<file path="config.mk">
export PLATFORM = sky130hd
export DESIGN_NAME = kls_ctrl
export DESIGN_NICKNAME = d
export VERILOG_FILES = /design/src/hw/rtl/kls_pkg.sv /design/src/hw/rtl/kls_ctrl.sv
export SDC_FILE = /design/constraint.sdc
export NUM_CORES = 1
export LEC_CHECK = 0
export ABC_CLOCK_PERIOD_IN_PS = 6000
export BUFFER_PORTS_ARGS = -buffer_cell sky130_fd_sc_hd__buf_2
export CAP_MARGIN = 40
export CORE_MARGIN = 1.5
export CORE_UTILIZATION = 42
export CTS_BUF_LIST = sky130_fd_sc_hd__clkbuf_2
export CTS_CLUSTER_SIZE = 16
export DETAILED_ROUTE_END_ITERATION = 10
export MAX_ROUTING_LAYER = met4
export PLACE_DENSITY = 0.74
export SYNTH_ARGS = -nofsm -noshare
export SYNTH_HDL_FRONTEND = slang
export SYNTH_SLANG_ARGS = --single-unit
</file>
<file path="constraint.sdc">
create_clock -name clk -period 6 [get_ports clk]
set_clock_uncertainty 0.2 [all_clocks]
set_input_delay 0.6 -clock clk [delete_from_list [all_inputs] [get_ports clk]]
set_output_delay 0.6 -clock clk [all_outputs]
set_load 0.01 [all_outputs]
</file>
<file path="src/hw/rtl/kls_pkg.sv">
// Package for the keyframe linear sampler: payload words, opcodes, widths.
// No dependencies.
`timescale 1ns / 1ps
package kls_pkg;
  localparam int TimeW = 24;
  localparam int ValW  = 32;
  localparam int SegW  = 6;
  localparam int CntW  = 7;

  // key table depth and its address width
  localparam int MaxKeys = 64;
  localparam int AddrW   = 6;

  localparam logic OP_LOAD   = 1'b0;
  localparam logic OP_SAMPLE = 1'b1;

  localparam logic ST_OK      = 1'b0;
  localparam logic ST_NO_SEG  = 1'b1;

  // configuration register addresses
  localparam logic [1:0] REG_KEY_COUNT = 2'd0;

  // kind of result word held on the output
  typedef enum logic [1:0] {
    KIND_LERP, KIND_SINGLE, KIND_NONE
  } kind_t;

  typedef struct packed {
    logic              opcode;
    logic [5:0]        key_index;
    logic [TimeW-1:0]  key_time;
    logic signed [ValW-1:0] key_x;
    logic signed [ValW-1:0] key_y;
    logic signed [ValW-1:0] key_z;
    logic [TimeW-1:0]  sample_time;
  } in_word_t;

  typedef struct packed {
    logic signed [ValW-1:0] out_x;
    logic signed [ValW-1:0] out_y;
    logic signed [ValW-1:0] out_z;
    logic [SegW-1:0]   segment;
    logic              status;
  } out_word_t;

  // controller to datapath
  typedef struct packed {
    logic load;        // write key table from input word
    logic latch;       // capture sample time
    logic rd;          // issue table read at rd_addr
    logic div_start;   // start factor division
    logic lerp_step;   // advance interpolation over one component
    logic set_cache;   // record segment
  } dp_cmd_t;

  // datapath to controller
  typedef struct packed {
    logic div_done;
    logic lerp_done;
  } dp_stat_t;
endpackage

</file>
<file path="src/hw/rtl/kls_ctrl.sv">
// Controller of the keyframe sampler: load, segment search and sequencing.
// Depends on kls_pkg.
`timescale 1ns / 1ps
module kls_ctrl (
  input  logic                  clk,
  input  logic                  rst,
  input  logic                  start,
  input  logic                  opcode,
  input  logic [kls_pkg::CntW-1:0] key_count,
  input  logic [kls_pkg::TimeW-1:0] rd_time,
  input  logic [kls_pkg::TimeW-1:0] t_smp,
  input  logic [kls_pkg::AddrW-1:0] cache,
  input  kls_pkg::dp_stat_t     stat,
  output kls_pkg::dp_cmd_t      cmd,
  output logic [kls_pkg::AddrW-1:0] rd_addr,
  output logic [kls_pkg::AddrW-1:0] seg,
  output logic                  busy,
  output logic                  done,
  output kls_pkg::kind_t        kind
);
  import kls_pkg::*;

  typedef enum logic [3:0] {
    IDLE, CHK_RD, CHK, SCAN_RD, SCAN, RD_T0, RD_T1, RD_T2, DIV, LERP, SINGLE_RD, SINGLE
  } state_t;
  state_t state;

  logic [10:0] n;        // effective key count
  logic [AddrW:0] i;     // segment index under test
  logic from_zero;
  always_comb begin
    if (key_count == '0) n = 11'd1;
    else if (32'(key_count) > MaxKeys) n = 11'(MaxKeys);
    else n = 11'(key_count);
  end

  always_ff @(posedge clk) begin
    if (rst) begin
      state <= IDLE; busy <= 1'b0; done <= 1'b0; cmd <= '0; kind <= KIND_LERP;
    end else begin
      cmd <= '0; done <= 1'b0;
      unique case (state)
        IDLE: if (start && !busy) begin
          if (opcode == OP_LOAD) cmd.load <= 1'b1;
          else begin
            busy <= 1'b1; cmd.latch <= 1'b1;
            if (n == 11'd1) begin
              rd_addr <= '0; cmd.rd <= 1'b1; state <= SINGLE_RD;
            end else if (11'(cache) + 11'd1 < n) begin
              rd_addr <= cache; cmd.rd <= 1'b1; state <= CHK_RD;
            end else begin
              i <= '0; from_zero <= 1'b1; state <= SCAN_RD;
            end
          end
        end
        CHK_RD: state <= CHK;
        CHK: begin
          i <= {1'b0, cache};
          from_zero <= (t_smp < rd_time);
          if (t_smp < rd_time) i <= '0;
          state <= SCAN_RD;
        end
        SCAN_RD: begin
          if (11'(i) + 11'd1 >= n) begin
            if (from_zero) begin
              kind <= KIND_NONE; done <= 1'b1; busy <= 1'b0; state <= IDLE;
            end else begin
              i <= '0; from_zero <= 1'b1;
            end
          end else begin
            rd_addr <= AddrW'(i + 1'b1); cmd.rd <= 1'b1; state <= SCAN;
          end
        end
        SCAN: state <= RD_T0;
        RD_T0: begin
          if (t_smp < rd_time) begin
            seg <= i[AddrW-1:0]; rd_addr <= i[AddrW-1:0]; cmd.rd <= 1'b1;
            state <= RD_T1;
          end else begin
            i <= i + 1'b1; state <= SCAN_RD;
          end
        end
        RD_T1: begin
          // start key is being read; order its capture and the end key read
          cmd.set_cache <= 1'b1; rd_addr <= AddrW'(seg + 1'b1); cmd.rd <= 1'b1;
          state <= RD_T2;
        end
        RD_T2: begin
          // order the factor start, which acts once the end key has been read
          cmd.div_start <= 1'b1; state <= DIV;
        end
        DIV: if (stat.div_done) begin
          cmd.lerp_step <= 1'b1; state <= LERP;
        end
        LERP: begin
          cmd.lerp_step <= 1'b1;
          if (stat.lerp_done) begin
            cmd.lerp_step <= 1'b0;
            kind <= KIND_LERP; done <= 1'b1; busy <= 1'b0; state <= IDLE;
          end
        end
        SINGLE_RD: state <= SINGLE;
        SINGLE: begin
          kind <= KIND_SINGLE; done <= 1'b1; busy <= 1'b0; state <= IDLE;
        end
        default: state <= IDLE;
      endcase
    end
  end
endmodule

</file>
=== After elaboration in Yosys (flattened, before gate mapping) ===
Cells that the tools add are included.

* Bits of input ports: 67
* Register bits: 34

* Muxes and demuxes: 61
* Bitwise operators: 3
* Reductions and logical operators: 17
* Equal/unequal tests: 26
* $add $sub $neg: 4
* $lt $le $gt $ge: 4

{| class="wikitable"
|+ Operator list
! operator !! count
|-
| $mux 7 || 9
|-
| $pmux 4 s11 || 1
|-
| $mux 6 || 7
|-
| $mux 4 || 7
|-
| $pmux 7 s4 || 1
|-
| $lt 24x24->1 || 1
|-
| $ne 2x2->1 const B || 12
|-
| $pmux 6 s4 || 1
|-
| $mux 1 || 23
|-
| $eq 4x3->1 const B || 4
|-
| $eq 4x4->1 const B || 4
|-
| $reduce_and 7->1 || 2
|-
| $reduce_bool 4->1 || 3
|-
| $eq 11x1->1 const B || 1
|-
| $ge 8x11->1 || 1
|-
| $lt 7x11->1 || 1
|-
| $mux 2 || 5
|-
| $reduce_and 9->1 || 1
|-
| $add 7x1->8 const B || 1
|-
| $eq 4x2->1 const B || 2
|-
| $pmux 1 s4 || 2
|-
| $add 6x1->7 const B || 1
|-
| $add 7x1->7 const B || 1
|-
| $gt 7x7->1 const B || 1
|-
| 18 further kinds || 23
|}

=== Depth between registers and ports, before layout ===
* Depth in word-level cells: 9
* Depth in mapped cells: 11
* Gate-level depth less buffers: 11

=== Least setup slack after synthesis ===
Ideal clock, no wire load.

* Path type: input to register
* From: input key_count[3] (netlist name)
* To: register i[0] (enable)
* Path buffers: 0
* Library setup time: 0.358 ns
* Setup slack: 2.615 ns
* Arrival time: 2.827 ns
* Required time: 5.442 ns
* Cell stages on the path: 11
* Cells stage by stage: or4_1 nor2_1 nor2_1 nor2_1 ha_1 nand2b_1 a211oi_1 o211ai_1 nor2_1 a211o_1 nor4b_4

* Cells in the longest elaborated chain, start to end: 6
* Elaborated cells on any way between the ends: 11
* Classes of those cells: 3 x order compare; 4 x eq/ne; 2 x mux; 2 x reduce/logical

{| class="wikitable"
|+ Ends and longest elaborated chain
! element !! RTL line !! source
|-
| start, declared || kls_ctrl.sv:9 || <nowiki>input logic [kls_pkg::CntW-1:0] key_count,</nowiki>
|-
| $gt 7x7->1 || kls_ctrl.sv:33 || <nowiki>else if (32'(key_count) > MaxKeys) n = 11'(MaxKeys);</nowiki>
|-
| $mux 7 || kls_ctrl.sv:33 ||
|-
| $mux 7 (*) || kls_ctrl.sv:32 || <nowiki>if (key_count == '0) n = 11'd1;</nowiki>
|-
| $lt 7x11->1 (tied with other cells) || kls_ctrl.sv:49 || <nowiki>end else if (11'(cache) + 11'd1 < n) begin</nowiki>
|-
| $ne 2x2->1 (no line) || - ||
|-
| $reduce_and 9->1 (no line) (*) || - ||
|-
| end signal, assigned || kls_ctrl.sv:58 || <nowiki>i <= {1'b0, cache};</nowiki>
|-
| end, declared || kls_ctrl.sv:29 || <nowiki>logic [AddrW:0] i;</nowiki>
|}

Every way passes the cells marked *; elsewhere a longest branch is shown, timed or not.
A chain may end at the register's enable or synchronous reset.

=== Worst setup path in the final report ===
* From: register i[0]
* To: register i[1] (enable)

* Cells in the longest elaborated chain, start to end: 4

{| class="wikitable"
|+ Ends and longest elaborated chain
! element !! RTL line !! source
|-
| $add 7x1->8 || kls_ctrl.sv:64 || <nowiki>if (11'(i) + 11'd1 >= n) begin</nowiki>
|-
| $ge 8x11->1 || kls_ctrl.sv:64 ||
|-
| $ne 2x2->1 (no line) || - ||
|-
| $reduce_and 9->1 (no line) || - ||
|}

No other way between the ends.

==> metrics <==
synthesized area 2890 um2; Initial DRT Pass Iterations 4; startpoint types flip-flop; met1 WL 3.17 mm; largest net degree at the start of global routing 27; Routed Antenna Nets 0; # DRC 0; max-slew violations 0; Die Height 86.0 um; htree depth 2; GRT Util Overall 0.213; final net count 532; Peak VDD IR 0.0707 mV; top layer in use met4; most frequent cells in the layout 88 x buf_2, 39 x ha_1, 33 x nand2_1; crit share post-route 0.621; Starting Density 0.431; Worst Reg-to-Reg Cells 10; initial antenna violation count 1; RSZ-0062 raised after global routing no; Avg Cell Area, Syn 8.39 um2; fmax 0.268 GHz; Site Rows 30; Worst Path Max Fanout 8; data required time of the worst path 5.88 ns; Hold/Removal Path Class in2reg; boundary pin count 89; sequential-to-total area share from yosys stat 0.304; CTS Buf Count 5; #FFs+latches synth 34; Synth Instances 345; share of cells above drive strength 1 0.234; Worst setup endpoint i[1]; final setup fails 0; fin crit period 3.73 ns; PwrDens 220 nW/um2; final hold vios 0; CORE AREA 6720 um2; TritonCTS clock tree yes; most common cell after layout, fill and taps aside buf_2; # hold bufs at CTS 0; post_cts resized 0; Finished Layout Cells 508; worst reg2reg startpoint i[0]; Placed Cells 499; CP startpoint i[0]; Sink Count 34; first-pass GRT wire length 12.1 mm; share of the synthesized area in the top cell type 0.208; Routability Congestion 0.891; Worst-Margin Slew 0.784 ns; port buffer count 88; Primary FF master, synth edfxtp_1; die width 86.0 um; Via density 5.71; clock tree buffer depth 2; Root Driver clkbuf_2; Post-CTS Setup Inserts 0; critical path class reg2reg; wire length on met3 593 um; grt ovf 0; CP Capture Type flip-flop; Maximum Capacitance Violations 0; number of global-route vias before repair 2,613; WL final 7.38 mm; Post-synth EDFFs 20; Worst Hold Launch opcode; clock slew at reported path FFs 0.18 ns; WL/cell 14.5 um; status finished, final reports clean; worst reg-to-reg setup slack 2.27 ns; vias post-DR 2,903; Pleak 1.58 nW; ys async rst share 0; post-DP HPWL 5.88 mm; Area Overhead vs Synth 18.3%; largest cells by area after synthesis edfxtp_1 21%, ha_1 17%, dfxtp_1 9.7%; metal2 WL 3.44 mm; Distinct cells, synth 56; endpoint of the lowest-slack register-to-register path i[1]; crit path DAT 3.61 ns; Sum Neg Setup Slack 0 ns; Worst-Skew Late Latency 0.41 ns; largest area contributor in the netlist edfxtp_1; relative slew slack 0.477; synth warn 0; syn_nets 451; drt initial violations 295; DIE AREA 7400 um2
[Yosys cell counts, drive strengths merged (6+ instances only)]
master / instances
and3: 8
ha: 39
o22ai: 6
nand2: 33
xnor2: 8
nand3: 16
nor3: 12
inv: 30
nor2: 30
nand2b: 7
clkbuf: 13
dfxtp: 14
o21ai: 21
edfxtp: 20
a21oi: 17
[how the worst min path moves through the flow]
stage / to / cells after the start / slack, ns
after CTS: cmd[5] / 2 / 0.16
after global placement: kind[0] / 2 / 0.30
after detailed placement: kind[0] / 2 / 0.29
after floorplan: seg[5] / 0 / 0.31
final: cmd[5] / 2 / 0.16
after global routing: cmd[5] / 2 / 0.16
[through the flow]
| stage | total power, mW | hold WS, ns | area, um2 | worst slack (ns) | utilization |
|---|---|---|---|---|---|
| floorplan | 0.551 | 0.307 | 2890 | 2.61 | - |
| global placement | 0.638 | 0.299 | 3380 | 2.25 | 0.503 |
| detailed placement | 0.647 | 0.293 | 3380 | 2.17 | 0.503 |
| CTS | 0.752 | 0.161 | 3420 | 2.30 | 0.509 |
| global route | 0.816 | 0.164 | 3420 | 2.04 | 0.510 |
| finish | 0.754 | 0.161 | 3420 | 2.27 | 0.510 |
[kinds of logic after synthesis]
group / after synthesis / share of synthesized area
AOI/OAI and AO/OA: 79 / 0.180
buffers and inverters: 44 / 0.0575
adders and majority gates: 39 / 0.169
DFF: 34 / 0.304
and+or+nand+nor: 133 / 0.239
muxes: 3 / 0.0108
xor gates and xnor gates: 13 / 0.0393
[metal layers]
layer / track usage / up-vias
met5: - / -
met1: 0.268 / 1318
met4: 0.0968 / 0
met3: 0.0385 / 20
met2: 0.333 / 138
li1: - / 1427
[final cells by class]
cell class	instances	area, um2
fillers	648	3290
multi-input cells	267	1850
flip-flops and latches	34	881
repair buffers	88	440
inverters	30	113
well taps	80	100
clock buffers	5	25.0
clock inverters	3	16.3
diodes	1	2.50
[worst max-delay path, cell delays in order (launching register included)]
cell and delay, ns:
edfxtp_1 0.56, ha_1 0.30, nand3_1 0.11, xnor2_1 0.19, ha_1 0.32, and4_1 0.19, o21ai_0 0.08, o211ai_1 0.48
nor2_1 0.11, a211o_1 0.34, nor4b_4 0.51
[registers in the layout, summed over array words and instances (netlist names)]
| register | flops |
|---|---|
| kind | 2 |
| busy | 1 |
| state | 4 |
| from_zero | 1 |
| i | 7 |
| done | 1 |
| rd_addr | 6 |
| seg | 6 |
| cmd | 6 |
[where the power goes]
group | internal (mW) | switching (mW) | total, mW
clock network | 0.0265 | 0.0807 | 0.107
logic | 0.135 | 0.170 | 0.305
registers | 0.281 | 0.0605 | 0.341
total | 0.443 | 0.311 | 0.754
(Power assumes the default switching activity.)
